$ cat config.mk
export PLATFORM = sky130hd
export DESIGN_NAME = cubic_bezier_easing_bisect_top
export DESIGN_NICKNAME = d
export VERILOG_FILES = /design/src/rtl/cbeb_pkg.sv /design/src/rtl/cubic_bezier_easing_bisect_top.sv /design/src/rtl/cbeb_cell.sv
export SDC_FILE = /design/constraint.sdc
export NUM_CORES = 2
export LEC_CHECK = 0
export ABC_AREA = 1
export ABC_CLOCK_PERIOD_IN_PS = 17100
export BUFFER_PORTS_ARGS = -buffer_cell sky130_fd_sc_hd__buf_4
export CORE_ASPECT_RATIO = 0.75
export CORE_MARGIN = 3
export CORE_UTILIZATION = 50
export CTS_CLUSTER_SIZE = 40
export DETAILED_ROUTE_END_ITERATION = 12
export PLACE_DENSITY = 0.66
export RECOVER_POWER = 100
export SYNTH_ARGS = -nofsm -noshare
export SYNTH_HDL_FRONTEND = slang
export SYNTH_SLANG_ARGS = --single-unit
$ cat constraint.sdc
create_clock -name clk -period 17.1 [get_ports clk]
set_clock_uncertainty 0.1 [all_clocks]
set_input_delay 3.42 -clock clk [delete_from_list [all_inputs] [get_ports clk]]
set_output_delay 3.42 -clock clk [all_outputs]
set_load 0.05 [all_outputs]
$ cat src/rtl/cbeb_pkg.sv
`default_nettype none

package cbeb_pkg;

  localparam int FRAC_BITS_DEF = 16;
  localparam int MAX_STEPS_DEF = 20;
  localparam int NCELL         = 3;
  localparam int NTERM         = 3;
  localparam int VAL_W_MIN     = 21;

  localparam int CX_W   = 17;
  localparam int CY_W   = 19;
  localparam int TOL_W  = 16;
  localparam int TIME_W = 18;
  localparam int PROG_W = 19;
  localparam int IDX_W  = 3;
  localparam int CFG_W  = 19;

  localparam logic [PROG_W-1:0] PROG_MIN = 19'h60000;
  localparam logic [PROG_W-1:0] PROG_MAX = 19'h30000;

  localparam logic [CX_W-1:0]  CTRL1_X_RST   = 17'd16384;
  localparam logic [CY_W-1:0]  CTRL1_Y_RST   = 19'd6554;
  localparam logic [CX_W-1:0]  CTRL2_X_RST   = 17'd16384;
  localparam logic [CY_W-1:0]  CTRL2_Y_RST   = 19'd65536;
  localparam logic [TOL_W-1:0] TOLERANCE_RST = 16'd16;

  typedef enum logic [IDX_W-1:0] {
    REG_CTRL1_X   = 3'd0,
    REG_CTRL1_Y   = 3'd1,
    REG_CTRL2_X   = 3'd2,
    REG_CTRL2_Y   = 3'd3,
    REG_TOLERANCE = 3'd4
  } reg_idx_t;

  typedef enum logic [1:0] {
    TERM_C1   = 2'd0,
    TERM_C2   = 2'd1,
    TERM_CUBE = 2'd2
  } term_t;

  typedef struct packed {
    logic  vld;
    term_t tag;
  } cell_ctl_t;

  // Each term is a value multiplied in turn by three factors, each either (1-m) or m.
  function automatic logic uses_om(term_t tag, int unsigned k);
    logic r;
    case (tag)
      TERM_C1: r = (k < 2);
      TERM_C2: r = (k == 0);
      default: r = 1'b0;
    endcase
    return r;
  endfunction

endpackage

`default_nettype wire

$ cat src/rtl/cubic_bezier_easing_bisect_top.sv
// Cubic-bezier easing evaluator with bisection on the curve parameter.
// Configuration: cfg_we, cfg_index and cfg_data write one register per clock;
// write only while busy is low and no item is in flight.
// Input: an item is accepted at a rising edge where start is high and busy low.
// Output: out_strobe is high for exactly one cycle with out_progress,
// out_out_of_range and out_converged; the receiver cannot stall the block.
// Each polynomial evaluation is one pass of three terms through a row of three
// multiply cells. Bisection on x stops at the pass where the tolerance is met,
// or after MAX_STEPS passes; one further pass then evaluates y for the answer.
// An out-of-range time is answered in the next cycle.
// One item is worked on at a time; busy falls in the cycle its result is shown,
// and a new item may be accepted in that cycle.
// Reset restores the register defaults, empties the cell row and returns to idle.
`default_nettype none

module cubic_bezier_easing_bisect_top #(
  parameter int FRAC_BITS = cbeb_pkg::FRAC_BITS_DEF,
  parameter int MAX_STEPS = cbeb_pkg::MAX_STEPS_DEF
) (
  input  wire                                    clk,
  input  wire                                    rst_n,
  input  wire                                    start,
  output logic                                   busy,
  input  wire logic signed [cbeb_pkg::TIME_W-1:0] in_time_in,
  output logic                                   out_strobe,
  output logic signed [cbeb_pkg::PROG_W-1:0]     out_progress,
  output logic                                   out_out_of_range,
  output logic                                   out_converged,
  input  wire                                    cfg_we,
  input  wire logic [cbeb_pkg::IDX_W-1:0]        cfg_index,
  input  wire logic [cbeb_pkg::CFG_W-1:0]        cfg_data
);

  localparam int VAL_W  = (FRAC_BITS + 5 > cbeb_pkg::VAL_W_MIN) ? FRAC_BITS + 5
                                                                 : cbeb_pkg::VAL_W_MIN;
  localparam int SUM_W  = VAL_W + 2;
  localparam int CMP_W  = VAL_W + 3;
  localparam int POS_W  = FRAC_BITS + 1;
  localparam int STEP_W = (MAX_STEPS > 1) ? $clog2(MAX_STEPS) : 1;
  localparam int CX_W   = cbeb_pkg::CX_W;
  localparam int CY_W   = cbeb_pkg::CY_W;
  localparam int TOL_W  = cbeb_pkg::TOL_W;
  localparam int TIME_W = cbeb_pkg::TIME_W;
  localparam int PROG_W = cbeb_pkg::PROG_W;
  localparam int NCELL  = cbeb_pkg::NCELL;

  localparam logic [POS_W-1:0]        ONE_POS  = {1'b1, {FRAC_BITS{1'b0}}};
  localparam logic [POS_W-1:0]        HALF_POS = ONE_POS >> 1;
  localparam logic signed [CMP_W-1:0] ONE_CMP  = $signed({{(CMP_W-POS_W){1'b0}}, ONE_POS});
  localparam logic signed [VAL_W-1:0] ONE_VAL  = $signed({{(VAL_W-POS_W){1'b0}}, ONE_POS});
  localparam logic [STEP_W-1:0]       STEP_LAST = STEP_W'(MAX_STEPS - 1);
  localparam logic [1:0]              RCV_LAST  = 2'(cbeb_pkg::NTERM - 1);

  typedef enum logic [3:0] {
    ST_IDLE  = 4'b0001,
    ST_EVAL  = 4'b0010,
    ST_WAIT  = 4'b0100,
    ST_CHECK = 4'b1000
  } state_t;

  function automatic logic [PROG_W-1:0] sat(input logic signed [CMP_W-1:0] v);
    logic signed [CMP_W-1:0] lo;
    logic signed [CMP_W-1:0] hi;
    logic [PROG_W-1:0]       r;
    lo = $signed({{(CMP_W-PROG_W){cbeb_pkg::PROG_MIN[PROG_W-1]}}, cbeb_pkg::PROG_MIN});
    hi = $signed({{(CMP_W-PROG_W){cbeb_pkg::PROG_MAX[PROG_W-1]}}, cbeb_pkg::PROG_MAX});
    if (v < lo) begin
      r = cbeb_pkg::PROG_MIN;
    end else if (v > hi) begin
      r = cbeb_pkg::PROG_MAX;
    end else begin
      r = v[PROG_W-1:0];
    end
    return r;
  endfunction

  // Configuration registers.
  logic [CX_W-1:0]  c1x_r, c2x_r;
  logic [CY_W-1:0]  c1y_r, c2y_r;
  logic [TOL_W-1:0] tol_r;

  always_ff @(posedge clk) begin
    if (!rst_n) begin
      c1x_r <= cbeb_pkg::CTRL1_X_RST;
      c1y_r <= cbeb_pkg::CTRL1_Y_RST;
      c2x_r <= cbeb_pkg::CTRL2_X_RST;
      c2y_r <= cbeb_pkg::CTRL2_Y_RST;
      tol_r <= cbeb_pkg::TOLERANCE_RST;
    end else if (cfg_we) begin
      case (cbeb_pkg::reg_idx_t'(cfg_index))
        cbeb_pkg::REG_CTRL1_X:   c1x_r <= cfg_data[CX_W-1:0];
        cbeb_pkg::REG_CTRL1_Y:   c1y_r <= cfg_data[CY_W-1:0];
        cbeb_pkg::REG_CTRL2_X:   c2x_r <= cfg_data[CX_W-1:0];
        cbeb_pkg::REG_CTRL2_Y:   c2y_r <= cfg_data[CY_W-1:0];
        cbeb_pkg::REG_TOLERANCE: tol_r <= cfg_data[TOL_W-1:0];
        default: ;
      endcase
    end
  end

  // Control and datapath registers.
  state_t                     state_r, state_nxt;
  logic [TIME_W-1:0]          time_r, time_nxt;
  logic [POS_W-1:0]           start_r, start_nxt;
  logic [POS_W-1:0]           end_r, end_nxt;
  logic [POS_W-1:0]           mid_r, mid_nxt;
  logic [STEP_W-1:0]          step_r, step_nxt;
  logic [1:0]                 iss_r, iss_nxt;
  logic [1:0]                 rcv_r, rcv_nxt;
  logic                       phase_y_r, phase_y_nxt;
  logic                       conv_r, conv_nxt;
  logic signed [SUM_W-1:0]    sum_r, sum_nxt;
  logic                       strobe_r, strobe_nxt;
  logic [PROG_W-1:0]          prog_r, prog_nxt;
  logic                       oor_r, oor_nxt;
  logic                       oconv_r, oconv_nxt;

  // Cell row.
  cbeb_pkg::cell_ctl_t        ctl [NCELL+1];
  logic signed [VAL_W-1:0]    val [NCELL+1];
  logic [POS_W-1:0]           fac [NCELL];
  logic [POS_W-1:0]           om;
  logic signed [VAL_W-1:0]    c1v, c2v, c1_3, c2_3;

  assign om = ONE_POS - mid_r;

  always_comb begin
    c1v = phase_y_r ? $signed({{(VAL_W-CY_W){c1y_r[CY_W-1]}}, c1y_r})
                    : $signed({{(VAL_W-CX_W){1'b0}}, c1x_r});
    c2v = phase_y_r ? $signed({{(VAL_W-CY_W){c2y_r[CY_W-1]}}, c2y_r})
                    : $signed({{(VAL_W-CX_W){1'b0}}, c2x_r});
    c1_3 = (c1v <<< 1) + c1v;
    c2_3 = (c2v <<< 1) + c2v;
    ctl[0].vld = (state_r == ST_EVAL);
    ctl[0].tag = cbeb_pkg::term_t'(iss_r);
    case (ctl[0].tag)
      cbeb_pkg::TERM_C1: val[0] = c1_3;
      cbeb_pkg::TERM_C2: val[0] = c2_3;
      default:           val[0] = ONE_VAL;
    endcase
  end

  for (genvar k = 0; k < NCELL; k++) begin : g_cell
    assign fac[k] = cbeb_pkg::uses_om(ctl[k].tag, k) ? om : mid_r;
    cbeb_cell #(
      .FRAC_BITS (FRAC_BITS),
      .VAL_W     (VAL_W)
    ) u_cell (
      .clk   (clk),
      .rst_n (rst_n),
      .ctl_i (ctl[k]),
      .val_i (val[k]),
      .fac_i (fac[k]),
      .ctl_o (ctl[k+1]),
      .val_o (val[k+1])
    );
  end

  // Bisection decision.
  logic signed [CMP_W-1:0] tin, tt, est, diff, absd;
  logic                    hit, below, in_oor;
  logic [POS_W-1:0]        nstart, nend;
  logic [POS_W:0]          msum;

  always_comb begin
    tin    = $signed({{(CMP_W-TIME_W){in_time_in[TIME_W-1]}}, in_time_in});
    in_oor = (tin < 0) || (tin > ONE_CMP);
    tt     = $signed({{(CMP_W-TIME_W){time_r[TIME_W-1]}}, time_r});
    est    = $signed({sum_r[SUM_W-1], sum_r});
    diff   = tt - est;
    absd   = diff[CMP_W-1] ? -diff : diff;
    hit    = absd <= $signed({{(CMP_W-TOL_W){1'b0}}, tol_r});
    below  = est < tt;
    nstart = below ? mid_r : start_r;
    nend   = below ? end_r : mid_r;
    msum   = {1'b0, nstart} + {1'b0, nend};
  end

  always_comb begin
    state_nxt   = state_r;
    time_nxt    = time_r;
    start_nxt   = start_r;
    end_nxt     = end_r;
    mid_nxt     = mid_r;
    step_nxt    = step_r;
    iss_nxt     = iss_r;
    rcv_nxt     = rcv_r;
    phase_y_nxt = phase_y_r;
    conv_nxt    = conv_r;
    sum_nxt     = sum_r;
    strobe_nxt  = 1'b0;
    prog_nxt    = prog_r;
    oor_nxt     = oor_r;
    oconv_nxt   = oconv_r;
    case (state_r)
      ST_IDLE: begin
        if (start) begin
          if (in_oor) begin
            strobe_nxt = 1'b1;
            prog_nxt   = sat(ONE_CMP);
            oor_nxt    = 1'b1;
            oconv_nxt  = 1'b0;
          end else begin
            time_nxt    = in_time_in;
            start_nxt   = '0;
            end_nxt     = ONE_POS;
            mid_nxt     = HALF_POS;
            step_nxt    = '0;
            iss_nxt     = '0;
            rcv_nxt     = '0;
            phase_y_nxt = 1'b0;
            conv_nxt    = 1'b0;
            state_nxt   = ST_EVAL;
          end
        end
      end
      ST_EVAL: begin
        sum_nxt = '0;
        if (iss_r == RCV_LAST) begin
          iss_nxt   = '0;
          state_nxt = ST_WAIT;
        end else begin
          iss_nxt = iss_r + 2'd1;
        end
      end
      ST_WAIT: begin
        if (ctl[NCELL].vld) begin
          sum_nxt = sum_r + $signed({{2{val[NCELL][VAL_W-1]}}, val[NCELL]});
          if (rcv_r == RCV_LAST) begin
            rcv_nxt   = '0;
            state_nxt = ST_CHECK;
          end else begin
            rcv_nxt = rcv_r + 2'd1;
          end
        end
      end
      ST_CHECK: begin
        if (phase_y_r) begin
          strobe_nxt = 1'b1;
          prog_nxt   = sat(est);
          oor_nxt    = 1'b0;
          oconv_nxt  = conv_r;
          state_nxt  = ST_IDLE;
        end else if (hit) begin
          conv_nxt    = 1'b1;
          phase_y_nxt = 1'b1;
          state_nxt   = ST_EVAL;
        end else if (step_r == STEP_LAST) begin
          phase_y_nxt = 1'b1;
          state_nxt   = ST_EVAL;
        end else begin
          step_nxt  = step_r + 1'b1;
          start_nxt = nstart;
          end_nxt   = nend;
          mid_nxt   = msum[POS_W:1];
          state_nxt = ST_EVAL;
        end
      end
      default: state_nxt = ST_IDLE;
    endcase
  end

  always_ff @(posedge clk) begin
    if (!rst_n) begin
      state_r   <= ST_IDLE;
      step_r    <= '0;
      iss_r     <= '0;
      rcv_r     <= '0;
      phase_y_r <= 1'b0;
      conv_r    <= 1'b0;
      strobe_r  <= 1'b0;
      mid_r     <= '0;
    end else begin
      state_r   <= state_nxt;
      step_r    <= step_nxt;
      iss_r     <= iss_nxt;
      rcv_r     <= rcv_nxt;
      phase_y_r <= phase_y_nxt;
      conv_r    <= conv_nxt;
      strobe_r  <= strobe_nxt;
      mid_r     <= mid_nxt;
    end
  end

  always_ff @(posedge clk) begin
    time_r  <= time_nxt;
    start_r <= start_nxt;
    end_r   <= end_nxt;
    sum_r   <= sum_nxt;
    prog_r  <= prog_nxt;
    oor_r   <= oor_nxt;
    oconv_r <= oconv_nxt;
  end

  assign busy             = (state_r != ST_IDLE);
  assign out_strobe       = strobe_r;
  assign out_progress     = $signed(prog_r);
  assign out_out_of_range = oor_r;
  assign out_converged    = oconv_r;

  // A finished item always shows its result in the cycle busy drops.
  a_result_on_done: assert property (@(posedge clk) disable iff (!rst_n)
    $past(rst_n) && $fell(busy) |-> out_strobe)
    else $error("busy fell without a result");

  // Terms leave the cell row only while the block waits for them.
  a_row_out_in_wait: assert property (@(posedge clk) disable iff (!rst_n)
    ctl[NCELL].vld |-> (state_r == ST_WAIT))
    else $error("term left the cell row outside the wait state");

  // A result cannot be both converged and out of range.
  a_flags_exclusive: assert property (@(posedge clk) disable iff (!rst_n)
    out_strobe |-> !(out_converged && out_out_of_range))
    else $error("converged and out of range together");

  // The midpoint stays inside the unit interval.
  a_mid_range: assert property (@(posedge clk) disable iff (!rst_n)
    (state_r == ST_EVAL) |-> (mid_r <= ONE_POS))
    else $error("midpoint outside the unit interval");

endmodule

`default_nettype wire

$ cat src/rtl/cbeb_cell.sv
`default_nettype none

module cbeb_cell #(
  parameter int FRAC_BITS = cbeb_pkg::FRAC_BITS_DEF,
  parameter int VAL_W     = cbeb_pkg::VAL_W_MIN
) (
  input  wire                             clk,
  input  wire                             rst_n,
  input  wire cbeb_pkg::cell_ctl_t        ctl_i,
  input  wire logic signed [VAL_W-1:0]    val_i,
  input  wire logic [FRAC_BITS:0]         fac_i,
  output cbeb_pkg::cell_ctl_t             ctl_o,
  output logic signed [VAL_W-1:0]         val_o
);

  cbeb_pkg::cell_ctl_t               ctl_r;
  logic signed [VAL_W-1:0]           val_r;
  logic signed [VAL_W-1:0]           val_nxt;
  logic signed [VAL_W+FRAC_BITS+1:0] prod;

  assign prod    = val_i * $signed({1'b0, fac_i});
  assign val_nxt = prod[FRAC_BITS+VAL_W-1:FRAC_BITS];

  always_ff @(posedge clk) begin
    if (!rst_n) begin
      ctl_r <= '0;
    end else begin
      ctl_r <= ctl_i;
    end
  end

  always_ff @(posedge clk) begin
    val_r <= val_nxt;
  end

  assign ctl_o = ctl_r;
  assign val_o = val_r;

endmodule

`default_nettype wire

* After elaboration in Yosys (flattened, before gate mapping)
Index checks and enable logic that the tools add are counted.
Storage, ports and cells: register bits 285, word-level logic and storage cells 171, input port bits 44, output and inout port bits 23
Cells by class: bitwise logic cells 1, multiplexer cells 77, magnitude comparators 6, multipliers 3, add/sub/neg operators 10, eq/ne operators 24, reductions and logical operators 23
Operators by type and width (number):
- two-way mux 17 bit | 19
- multiplier 21 x 18 -> 37 bit | 3
- case mux 17 bit (2 select lines) | 3
- two-way mux 19 bit | 5
- case mux 23 bit (2 select lines) | 1
- adder 21 bit | 2
- two-way mux 21 bit | 2
- case mux 21 bit (2 select lines) | 1
- case mux 19 bit (2 select lines) | 1
- two-way mux 5 bit | 5
- <= comparator 24 x 17 -> 1 bit | 1
- two-way mux 24 bit | 1
- negator 24 bit | 1
- subtractor 18 x 23 -> 24 bit | 1
- adder 23 x 21 -> 23 bit | 1
- > comparator 23 x 19 -> 1 bit, second input constant | 1
- less-than comparator 23 x 18 -> 1 bit | 1
- less-than comparator 23 x 18 -> 1 bit, second input constant | 1
- two-way mux 23 bit | 1
- two-way mux 4 bit | 5
- != test 2 bit, second input constant | 10
- adder 17 x 17 -> 18 bit | 1
- > comparator 18 bit, second input constant | 1
- less-than comparator 18 x 1 -> 1 bit, second input constant | 1
- other kinds (32) | 75

* Depth between registers and ports, before layout
word-level depth 7, mapped depth 46, depth with buffers taken out 45

* Cells and area by module
From an unflattened synthesis, not the netlist that was laid out.
Unflattened totals: cells, all modules 8071, area, all modules 58527.4 um^2
Modules (own cells, without submodules):
- cubic_bezier_easing_bisect_top | area an instance 16059.2 um^2, sequential area each 5305.1 um^2, instances 1, cells each 2363
- cbeb_cell at g_cell[0].u_cell | area an instance 14179.8 um^2, sequential area each 480.5 um^2, instances 1, cells each 1911
- cbeb_cell at g_cell[1].u_cell | area an instance 14168.6 um^2, sequential area each 480.5 um^2, instances 1, cells each 1911
- cbeb_cell at g_cell[2].u_cell | area an instance 14119.8 um^2, sequential area each 480.5 um^2, instances 1, cells each 1886

* Worst setup path after synthesis
Ideal clock, no wire load.
kind reg-to-reg, from register phase_y_r, to register g_cell[0].u_cell.val_r[19], setup time 127 ps, stages on the path, launching flop included 43, path slack 8721 ps, required time 16873 ps, arrival time 8153 ps, path through dfxtp_1 clkbuf_1 buf_1 o21ai_0 inv_1 ha_1 inv_1 fa_1 o31ai_1 nand3_1 nand3_1 nand2_1 inv_1 o21ai_0 nand2_1 nand3_1 nand2_1 nand2_1 [7 not listed] fa_1 fa_1 inv_1 fa_1 fa_1 inv_1 fa_1 inv_1 ha_1 nand2_1 a21oi_1 a211oi_1 nand2_1 a21boi_0 o21bai_1 a21oi_1 o21ai_0 xor2_1
Between the ends: longest elaborated chain between the ends 4, elaborated cells on any way between the ends 6, classes of those cells add/sub (2); mul (1); mux (3)
Ends and longest elaborated chain:
- start: declaration | RTL line cubic_bezier_easing_bisect_top.sv:110 | logic phase_y_r, phase_y_nxt;
- start signal: assignment | RTL line cubic_bezier_easing_bisect_top.sv:278 | phase_y_r <= phase_y_nxt;
- two-way mux 21 bit, on equally long branches | RTL line cubic_bezier_easing_bisect_top.sv:130, cubic_bezier_easing_bisect_top.sv:128
- adder 21 bit, on equally long branches | RTL line cubic_bezier_easing_bisect_top.sv:133, cubic_bezier_easing_bisect_top.sv:132
- case mux 21 bit (2 select lines) (*) | RTL line cubic_bezier_easing_bisect_top.sv:136 | case (ctl[0].tag)
- multiplier 21 x 18 -> 37 bit (*) | RTL line cbeb_cell.sv:21 | assign prod = val_i * $signed({1'b0, fac_i});
- via g_cell[0].u_cell.prod[35] | RTL line cbeb_cell.sv:19 | logic signed [VAL_W+FRAC_BITS+1:0] prod;
- end signal: assignment | RTL line cbeb_cell.sv:33 | val_r <= val_nxt;
- end: declaration | RTL line cbeb_cell.sv:17 | logic signed [VAL_W-1:0] val_r;
The timed path passes the listed nets; every way through them passes the cells marked *. A chain may end at the register's enable or synchronous reset.

* Worst setup path after layout
from register mid_r[0], to register g_cell[0].u_cell.val_r[19]
Between the ends: longest elaborated chain between the ends 3
Ends and longest elaborated chain:
- start: declaration | RTL line cubic_bezier_easing_bisect_top.sv:106 | logic [POS_W-1:0] mid_r, mid_nxt;
- start signal: assignment | RTL line cubic_bezier_easing_bisect_top.sv:281 | mid_r <= mid_nxt;
- subtractor 17 bit | RTL line cubic_bezier_easing_bisect_top.sv:125 | assign om = ONE_POS - mid_r;
- two-way mux 17 bit (*) | RTL line cubic_bezier_easing_bisect_top.sv:144 | assign fac[k] = cbeb_pkg::uses_om(ctl[k].tag, k) ? om : mid_r;
- multiplier 21 x 18 -> 37 bit (*) | RTL line cbeb_cell.sv:21
- via g_cell[0].u_cell.prod[35] | RTL line cbeb_cell.sv:19
Marks and branches as above.

==> summary.md <==
| Metric | Value |
|---|---|
| Worst r2r path cells | `35` |
| CP required | `17.51 ns` |
| Clk sink count | `around 290` |
| Status | `finished, violations left` |
| Fin crit share | `69.2%` |
| Endpoint class of the critical path | `flop` |
| Register area share after synthesis | `roughly 12%` |
| Leading cell types by count after synthesis | `inv_1 (1733), nand2_1 (1370), fa_1 (1031)` |
| Synth warn | `0` |
| Initial drt markers | `about 3700` |
| Global router's overall resource usage | `between 20% and 30%` |
| CTS tree | `yes` |
| Number of cells upsized or downsized after cts | `0` |
| Number of I/O pins | `67` |
| # hold bufs at CTS | `0` |
| Worst Path Arrival | `12.24 ns` |
| WL final | `about 150 mm` |
| Critical path class | `flop to flop` |
| Max frequency | `84.5 MHz` |
| Clock transition at path regs | `0.06 ns` |
| Global route overflow | `0` |
| Max Cap Viol | `6` |
| CP max stage delay | `around 2.2 ns` |
| Ant. Diodes | `0` |
| Finish-stage setup viols | `0` |
| Post-route ant nets | `0` |
| CTS Root Cell | `clkbuf_16` |
| Cell mode on critical path | `inv_1` |
| Crit path depth | `35` |
| Syn Std Cell Area | `54100 sq um` |
| Initial Utilization | `about half` |
| Initial antenna violation count | `2` |
| Die H | `between 200 and 300 um` |
| Failing checks | `max-capacitance violations, max-slew violations` |
| Worst Max-Slew Pin Slew | `around 4.1 ns` |
| Postcts setup bufs | `0` |
| Reg2reg start | `mid_r[0]` |
| Die Wd | `386 um` |
| Detailed Routing Iterations Pass 1 | `6` |
| Worst-path maximum fanout | `47` |
| Synth Register Bits | `roughly 290` |
| Post-synthesis xor/xnor area fraction | `2.31%` |
| Hold depth | `2` |
| Largest net degree at the start of global routing | `around 100` |
| DP HPWL | `~120 mm` |
| Via-to-Cell Ratio | `5.24` |
| DR WL/cell | `around 18 um` |
| Setup TNS | `0 ns` |
| First-pass GRT wire length | `241 mm` |
| Core ar. | `approximately 110000 sq um` |
| DRC | `0` |
| Top_reg_cell synth | `dfxtp_1` |
| CTS Buffer Depth | `3` |
| Layout cells sized above 1 | `under 10%` |
| Worst path slowest cell | `clkbuf_1` |
| Die ar. | `around 110000 sq um` |
| Mux share of post-synthesis cell area | `0%` |
| Slew HR | `-171%` |
| Final Critical Period | `~12 ns` |
| Hold crit path type | `flop to flop` |
| RSZ-0062 raised after global routing | `false` |
| Clk Latency, worst-skew pair | `~0.58 ns` |
| Area growth, synth to finish | `5.14%` |
| Post-synthesis adder-cell area fraction | `roughly 47%` |
| CTS buffer count | `36` |
| Vias in the first global route | `around 44000` |
| Crit path launch type | `flop` |
| Port bufs | `66` |
| Critical Path Start | `mid_r[0]` |
| Final net count | `8234` |
| Worst path top cell family by delay | `buffers and inverters` |
| Final Max Tran Viols | `roughly 340` |
| Via Count | `between 40000 and 50000` |
| Syn Nets | `between 8000 and 9000` |
| Ys async rst share | `0%` |
| Avg Cell Area, Syn | `7.89 sq um` |
| Synth area leaders | `fa_1 (38%), inv_1 (12%), nand2_1 (9.5%)` |
| Post-Synthesis Cells | `roughly 6900` |
| Max H-tree Level | `2` |
| Number of synthesized flops with an enable pin | `96` |
| Compound-Gate Fraction of Synth Area | `between 7 and 8%` |
| Synth area leader | `fa_1` |
| Post-Synth Simple-Gate Area | `between 10% and 20%` |
| Netlist cell types | `57` |
| Top-count cell post-synth | `inv_1` |
| Placer Congestion | `~0.93` |
| Largest family of logic cells by synthesized area | `adder cells` |
| Hold Fails Final Rpt | `0` |
| Reg2Reg Setup Slack | `~5.3 ns` |
| FP Rows | `103` |
| Filler cells | `around 10000` |
| Min-delay src | `g_cell[0].u_cell.ctl_o[2]` |
| Buf/Inv on CP | `9` |
| Yosys top cell area share | `about two fifths` |
-- layout by cell type, fill, tap and decap left out, types with 16 or more instances in the layout --
cell,n
nand3_1,128
xor2_1,85
nand2_2,19
a211oi_1,39
xnor2_1,55
clkbuf_16,36
o21ai_0,246
dfxtp_1,188
edfxtp_1,96
buf_4,74
clkbuf_1,47
nand4_1,54
ha_1,380
fa_1,1031
a21oi_1,305
or2_2,25
clkinv_1,29
nor2_1,621
nor3_1,33
nand2_1,1375
nor4_1,16
inv_1,1733
o21ai_1,16
-- state kept, by name (all words and copies together) (netlist names), 4 cells and up --
name / count
g_cell.u_cell.val_o: 63
c2x_r: 17
c1x_r: 17
end_r: 17
time_r: 18
step_r: 5
state_r: 4
c2y_r: 19
g_cell.u_cell.ctl_o: 5
c1y_r: 19
start_r: 17
mid_r: 17
out_progress: 19
tol_r: 16
sum_r: 23
-- worst register-to-register path: cells and delay by family (launching register included) --
kind                     cells  cell delay, ns
XOR/XNOR                     1            0.15
AO/OA/AOI/OAI                7            1.75
AND/OR/NAND/NOR             10            1.19
buffers and inverters        9            3.96
flip-flops                   1            0.80
adder cells (fa/ha/maj)      8            3.85
-- worst paths after layout --
check                               endpoint
setup / recovery  g_cell[0].u_cell.val_o[19]
hold / removal     g_cell[1].u_cell.ctl_o[2]
setup reg to reg  g_cell[0].u_cell.val_o[19]
hold reg to reg    g_cell[1].u_cell.ctl_o[2]
-- through the flow --
stage          std cells  worst slack (ns)  area [sq um]  util (%)  hold WS (ns)
3_5_place_dp        8158              7.45         55900      52.6         0.314
6_report            8224              5.27         56900      53.5         0.323
5_1_grt             8224              4.60         56900      53.5         0.345
4_1_cts             8224              7.42         57100      53.7         0.326
3_3_place_gp        8158              7.59         55900      52.6         0.295
2_1_floorplan       6854              8.72         54100         -         0.290
-- cell type report --
cell class	count	area [sq um]	share of cell area, %
timing repair buffer	124	766	1.35
inverter	1774	6660	11.7
clock buffer	45	985	1.73
multi-input combinational	4558	39800	70.0
clock inverter	21	231	0.407
tap	1417	1770	3.12
sequential	285	6670	11.7
-- per-layer routing --
metal | wire length, um | track usage, % | part of all wire (%)
met1 | 68700 | 41.8 | 47
met3 | 14500 | 5.38 | 9.8
met4 | 3100 | 5.58 | 2.1
met2 | 61100 | 39.2 | 41
met5 | 13 | 0 | 0.0088
-- cells by family (layout without fill, tap and decap cells) --
kind of cell | after synthesis | count (layout)
simple gates | 2310 | 2310
buf+inv | 2011 | 1964
compound gates | 696 | 696
fa+ha+maj | 1411 | 1411
flops | 285 | 285
xor+xnor | 141 | 141
Power is not shown: default switching activity piles up to over one toggle a cycle in this logic, so the estimate is an artifact.
